$ cat src/rtl/core/pcrf_pkg.sv
`timescale 1ns / 1ps
// ----------------------------------------------------------------------------
// pcrf_pkg
// Operation and status codes, controller states and the command and status
// bundles that pass between the controller and the datapath.
// ----------------------------------------------------------------------------
package pcrf_pkg;

  typedef enum logic [3:0] {
    OP_ALLOC   = 4'd0,
    OP_MWRITE  = 4'd1,
    OP_MREAD   = 4'd2,
    OP_SWRITE  = 4'd3,
    OP_SREAD   = 4'd4,
    OP_CLOSE_M = 4'd5,
    OP_CLOSE_S = 4'd6,
    OP_SOPEN   = 4'd7,
    OP_LOCK    = 4'd8,
    OP_QUERY   = 4'd9
  } op_e;

  typedef enum logic [2:0] {
    STS_OK    = 3'd0,
    STS_BAD   = 3'd1,
    STS_BLOCK = 3'd2,
    STS_PEER  = 3'd3,
    STS_FULL  = 3'd4
  } status_e;

  typedef enum logic [1:0] {
    CS_IDLE   = 2'd0,
    CS_EXEC   = 2'd1,
    CS_RDWAIT = 2'd2
  } ctrl_state_e;

  // Commands from the controller to the datapath.
  typedef struct packed {
    logic capture;      // latch the incoming word
    logic commit;       // apply the operation to the pair table and rings
    logic load_result;  // load the output register from the decoded result
    logic load_read;    // load the output register with the ring read data
  } pcrf_cmd_t;

  // Status from the datapath to the controller.
  typedef struct packed {
    logic rd_hit;       // operation is a read that will take a byte
    logic out_free;     // output register can take a result this cycle
  } pcrf_sts_t;

endpackage

$ cat src/rtl/core/pcrf_ctrl.sv
`timescale 1ns / 1ps
// ----------------------------------------------------------------------------
// pcrf_ctrl
// Controller: takes one word, has it executed, and waits for the ring read
// data where a read takes a byte.
// ----------------------------------------------------------------------------
module pcrf_ctrl
  import pcrf_pkg::*;
(
  input  logic      clk_i,
  input  logic      rst_ni,
  input  logic      in_valid_i,
  output logic      in_ready_o,
  input  pcrf_sts_t sts_i,
  output pcrf_cmd_t cmd_o
);

  ctrl_state_e state_q, state_d;

  always_ff @(posedge clk_i or negedge rst_ni) begin
    if (!rst_ni) begin
      state_q <= CS_IDLE;
    end else begin
      state_q <= state_d;
    end
  end

  always_comb begin
    state_d    = state_q;
    cmd_o      = '0;
    in_ready_o = 1'b0;
    unique case (state_q)
      CS_IDLE: begin
        in_ready_o = 1'b1;
        if (in_valid_i) begin
          cmd_o.capture = 1'b1;
          state_d       = CS_EXEC;
        end
      end
      CS_EXEC: begin
        if (sts_i.rd_hit) begin
          cmd_o.commit = 1'b1;
          state_d      = CS_RDWAIT;
        end else if (sts_i.out_free) begin
          cmd_o.commit      = 1'b1;
          cmd_o.load_result = 1'b1;
          state_d           = CS_IDLE;
        end
      end
      CS_RDWAIT: begin
        if (sts_i.out_free) begin
          cmd_o.load_read = 1'b1;
          state_d         = CS_IDLE;
        end
      end
      default: begin
        state_d = CS_IDLE;
      end
    endcase
  end

endmodule

$ cat config.mk
export PLATFORM = sky130hd
export DESIGN_NAME = pcrf_ctrl
export DESIGN_NICKNAME = d
export VERILOG_FILES = /design/src/rtl/core/pcrf_pkg.sv /design/src/rtl/core/pcrf_ctrl.sv
export SDC_FILE = /design/constraint.sdc
export NUM_CORES = 1
export LEC_CHECK = 0
export ABC_AREA = 1
export BUFFER_PORTS_ARGS = -buffer_cell sky130_fd_sc_hd__buf_4
export CORE_AREA = 2 2 39 41
export CTS_BUF_LIST = sky130_fd_sc_hd__clkbuf_16
export CTS_CLUSTER_DIAMETER = 60
export DETAILED_ROUTE_END_ITERATION = 8
export DIE_AREA = 0 0 41 43
export MAX_ROUTING_LAYER = met4
export PLACE_DENSITY = 0.3
export SYNTH_ARGS = -nofsm -noshare
export SYNTH_HDL_FRONTEND = slang
export SYNTH_SLANG_ARGS = --single-unit
$ cat constraint.sdc
create_clock -name clk_i -period 0.9 [get_ports clk_i]
set_input_delay 0.09 -clock clk_i [delete_from_list [all_inputs] [get_ports clk_i]]
set_output_delay 0.09 -clock clk_i [all_outputs]
set_load 0.1 [all_outputs]
==> impl_metrics.xml <==
<?xml version="1.0" encoding="UTF-8"?>
<metrics>
  <group name="clocking">
    <metric name="clk_latency" unit="ns">0.22</metric>
    <metric name="clkSlewWorstSetupHoldPaths" unit="ns">0.03</metric>
    <metric name="clockRootBuffer" unit="">sky130_fd_sc_hd__clkbuf_16</metric>
    <metric name="cts.sink_count" unit="">2</metric>
    <metric name="cts-buffers-inserted" unit="">3</metric>
    <metric name="cts_tree" unit="">yes</metric>
    <metric name="h-tree-depth" unit="">1</metric>
    <metric name="clk_path_buf_depth" unit="">2</metric>
  </group>
  <group name="timing">
    <metric name="worst_slew_slack_as_a_fraction_of_its_limit" unit="">0.838</metric>
    <metric name="rsz0062_at_grt" unit="">true</metric>
    <metric name="finalClockSkew" unit="ns">0.00303</metric>
    <metric name="report.final.setup_viol" unit="">6</metric>
    <metric name="post-route-min-period" unit="ns">1.21</metric>
    <metric name="final-max-slew-violation-count" unit="">0</metric>
    <metric name="achievable-frequency" unit="MHz">829</metric>
    <metric name="layout_setup_ws" unit="ns">-0.306</metric>
    <metric name="setup_tns" unit="ns">-1.75</metric>
    <metric name="finalCritPeriodShare" unit="">1.34</metric>
    <metric name="report.final.hold_viol_count" unit="">0</metric>
    <metric name="actual_transition_at_the_worst_max_transition_pin" unit="ns">0.242</metric>
  </group>
  <group name="yosys">
    <metric name="flop_and_latch_count_out_of_synthesis" unit="">2</metric>
    <metric name="post-synth-top-count-cell" unit="">sky130_fd_sc_hd__nand2_1</metric>
    <metric name="synth.area.top_cells" unit="">sky130_fd_sc_hd__dfrtp_1 40%, sky130_fd_sc_hd__nand2_1 18%, sky130_fd_sc_hd__inv_1 15%</metric>
    <metric name="synth_enable_flop_cells" unit="">0</metric>
    <metric name="yosys-top-cells-count" unit="">6 x sky130_fd_sc_hd__nand2_1, 5 x sky130_fd_sc_hd__inv_1, 5 x sky130_fd_sc_hd__nor2_1, 2 x sky130_fd_sc_hd__dfrtp_1, 2 x sky130_fd_sc_hd__nand3_1</metric>
    <metric name="synth_top_cell_area_share" unit="">0.400</metric>
    <metric name="synth.distinct_cells" unit="">6</metric>
    <metric name="synth_sequential_area_ratio" unit="">0.400</metric>
    <metric name="synthesis.nets" unit="">26</metric>
    <metric name="area_of_the_mapped_netlist" unit="um^2">125</metric>
    <metric name="synth-async-reset-ratio" unit="">1.00</metric>
    <metric name="cells_after_synth" unit="">21</metric>
    <metric name="yosys_warnings" unit="">0</metric>
    <metric name="synth_flop_cell" unit="">sky130_fd_sc_hd__dfrtp_1</metric>
    <metric name="synth_area_leader_cell" unit="">sky130_fd_sc_hd__dfrtp_1</metric>
    <metric name="syn_area_per_cell" unit="um^2">5.96</metric>
  </group>
  <group name="critical_path">
    <metric name="worst_setup_path_start_kind" unit="">flop</metric>
    <metric name="crit_fanout" unit="">5</metric>
    <metric name="timing.critical_path.from" unit="">state_q[0]</metric>
    <metric name="critPathArrivalTime" unit="ns">1.12</metric>
    <metric name="r2r_cell_count" unit="">7</metric>
    <metric name="critical_path.endpoint" unit="">cmd_o[3]</metric>
    <metric name="worstSetupEndpointType" unit="">output port</metric>
    <metric name="path_cells" unit="">nor2_4 -&gt; nand2_4 -&gt; clkinvlp_4 -&gt; buf_12</metric>
    <metric name="critical-path-max-stage-delay" unit="ns">0.46</metric>
    <metric name="critPathRequiredTime" unit="ns">0.81</metric>
    <metric name="crit-reg2reg-capture" unit="">state_q[0]</metric>
    <metric name="rr_startpoint" unit="">state_q[0]</metric>
    <metric name="crit_slowest_cell" unit="">sky130_fd_sc_hd__dfrtp_2</metric>
    <metric name="path_class" unit="">reg2out</metric>
    <metric name="setup.reg_to_reg.worst_slack" unit="ns">-0.29</metric>
  </group>
  <group name="placement">
    <metric name="placement.io_buffers" unit="">9</metric>
    <metric name="place_congestion" unit="">0.655</metric>
    <metric name="preCtsSetupSlack" unit="ns">-0.246</metric>
    <metric name="post-place-cells" unit="">47</metric>
  </group>
  <group name="drt">
    <metric name="drtAntennaViolNets" unit="">0</metric>
    <metric name="post_route_drc" unit="">0</metric>
    <metric name="wl_per_cell" unit="um">8.47</metric>
    <metric name="drt-vias-per-instance" unit="">3.51</metric>
    <metric name="vias" unit="">200</metric>
    <metric name="first_pass_iters" unit="">1</metric>
    <metric name="routed_wl" unit="um">483</metric>
    <metric name="first_iteration_detailed_routing_drc_count" unit="">0</metric>
  </group>
  <group name="job">
    <metric name="max_cap_viol_count" unit="">0</metric>
  </group>
  <group name="power">
    <metric name="total_leakage_power" unit="nW">0.228</metric>
    <metric name="power-per-cell-area" unit="nW/um^2">3710</metric>
    <metric name="total_power" unit="W">0.00178</metric>
    <metric name="power.ir.vdd_worst" unit="V">0.00151</metric>
  </group>
  <group name="global_routing">
    <metric name="first_global_vias" unit="">213</metric>
    <metric name="largest_net_degree_at_the_start_of_global_routing" unit="">6</metric>
    <metric name="grt_antenna_before_repair" unit="">0</metric>
    <metric name="globalRouteOverflowTotal" unit="">0</metric>
    <metric name="track_usage" unit="">0.0690</metric>
    <metric name="grt_pass1_wl" unit="um">745</metric>
  </group>
  <group name="outcome">
    <metric name="failed_checks" unit="">negative setup slack</metric>
    <metric name="status" unit="">finished with violations</metric>
  </group>
  <group name="die">
    <metric name="chipWidth" unit="um">41</metric>
    <metric name="row_count" unit="">14</metric>
    <metric name="floorplan.initialDensity" unit="">0.0904</metric>
    <metric name="core-area" unit="um^2">1380</metric>
    <metric name="fp.dieArea" unit="um^2">1760</metric>
    <metric name="die_h" unit="um">43</metric>
    <metric name="pin_count" unit="">10</metric>
  </group>
  <group name="final_layout">
    <metric name="fill_cells" unit="">142</metric>
    <metric name="layout.nets" unit="">47</metric>
    <metric name="instances_no_fill" unit="">57</metric>
    <metric name="n_antenna_cell" unit="">0</metric>
    <metric name="largest_register_ffs" unit="">2</metric>
    <metric name="top_regs" unit="">state_q x2</metric>
    <metric name="area_delta_synth_final" unit="%">284</metric>
    <metric name="proportion_of_layout_cells_with_a_drive_suffix_above_1" unit="">0.707</metric>
    <metric name="regMostFlops" unit="">state_q</metric>
  </group>
  <group name="hold_path">
    <metric name="hold_path_class" unit="">in2reg</metric>
  </group>
</metrics>
-- through the flow --
stage | cell area (um^2) | hold slack (ns) | utilization
final | 480 | 0.142 | 0.347
after global routing | 480 | 0.160 | 0.347
after CTS | 453 | 0.144 | 0.327
after detailed placement | 262 | -0.127 | 0.189
after global placement | 262 | -0.127 | 0.189
after floorplan | 166 | -0.206 | -
-- power breakdown --
group	leakage, nW	switching (W)	total [W]	internal [W]
logic	0.162	0.000552	0.000927	0.000374
clock network	0.0423	0.000110	0.000681	0.000572
registers	0.0231	0.0000557	0.000175	0.000120
-- cells by family after synthesis --
family	after synthesis	synth area share
buffers and inverters	5	0.150
AND/OR/NAND/NOR	14	0.450
flip-flops	2	0.400
-- repair_timing --
item / 4_1_cts / 5_1_grt
gates resized for setup: 19 / 6
hold buffers: 1 / 0
setup endpoints to repair: 6 / 6
pin swaps: 4 / 0
buffers inserted: 5 / 2
hold endpoints to repair: 2 / 0
-- layout make-up --
type	count	area [um^2]	share of cell area
multi-input combinational	14	108	0.224
inverter	5	25.0	0.0521
sequential	2	52.6	0.109
timing repair buffer	16	196	0.409
clock buffer	3	75.1	0.156
tap	16	20.0	0.0417
clock inverter	1	3.75	0.00781
-- critical path, delay by kind of cell, from the launching register on --
kind | cells | cell delay, ns
buffers and inverters | 2 | 0.23
DFF | 1 | 0.46
and+or+nand+nor | 2 | 0.19
-- placed cells by master, fill, tap and decap left out --
master and count:
sky130_fd_sc_hd__clkinvlp_4 1, sky130_fd_sc_hd__nand2_1 3, sky130_fd_sc_hd__nand3_1 2, sky130_fd_sc_hd__clkbuf_16 3, sky130_fd_sc_hd__nand2_4 2, sky130_fd_sc_hd__dfrtp_2 2
sky130_fd_sc_hd__dlygate4sd3_1 1, sky130_fd_sc_hd__nand2_2 1, sky130_fd_sc_hd__nor2_4 3, sky130_fd_sc_hd__buf_12 5, sky130_fd_sc_hd__inv_4 1, sky130_fd_sc_hd__buf_4 7
sky130_fd_sc_hd__buf_6 3, sky130_fd_sc_hd__inv_1 4, sky130_fd_sc_hd__nor3_4 1, sky130_fd_sc_hd__nor2_1 2
-- worst min path at each step --
stage / start / endpoint / slack (ns) / cells past startpoint
after floorplan: rst_ni / state_q[0] / -0.21 / 0
after global placement: rst_ni / state_q[1] / -0.13 / 1
after detailed placement: rst_ni / state_q[1] / -0.13 / 1
after CTS: sts_i[1] / state_q[1] / 0.14 / 3
after global routing: sts_i[1] / state_q[1] / 0.16 / 3
final: sts_i[1] / state_q[1] / 0.14 / 3
-- layer usage --
layer  global-route usage  routed length [um]
met1               0.0516                 179
met2                0.109                 265
met3               0.0209                  39
met4               0.0800                   0
met5                    -                   0
Power figures use the tool's default switching activity.
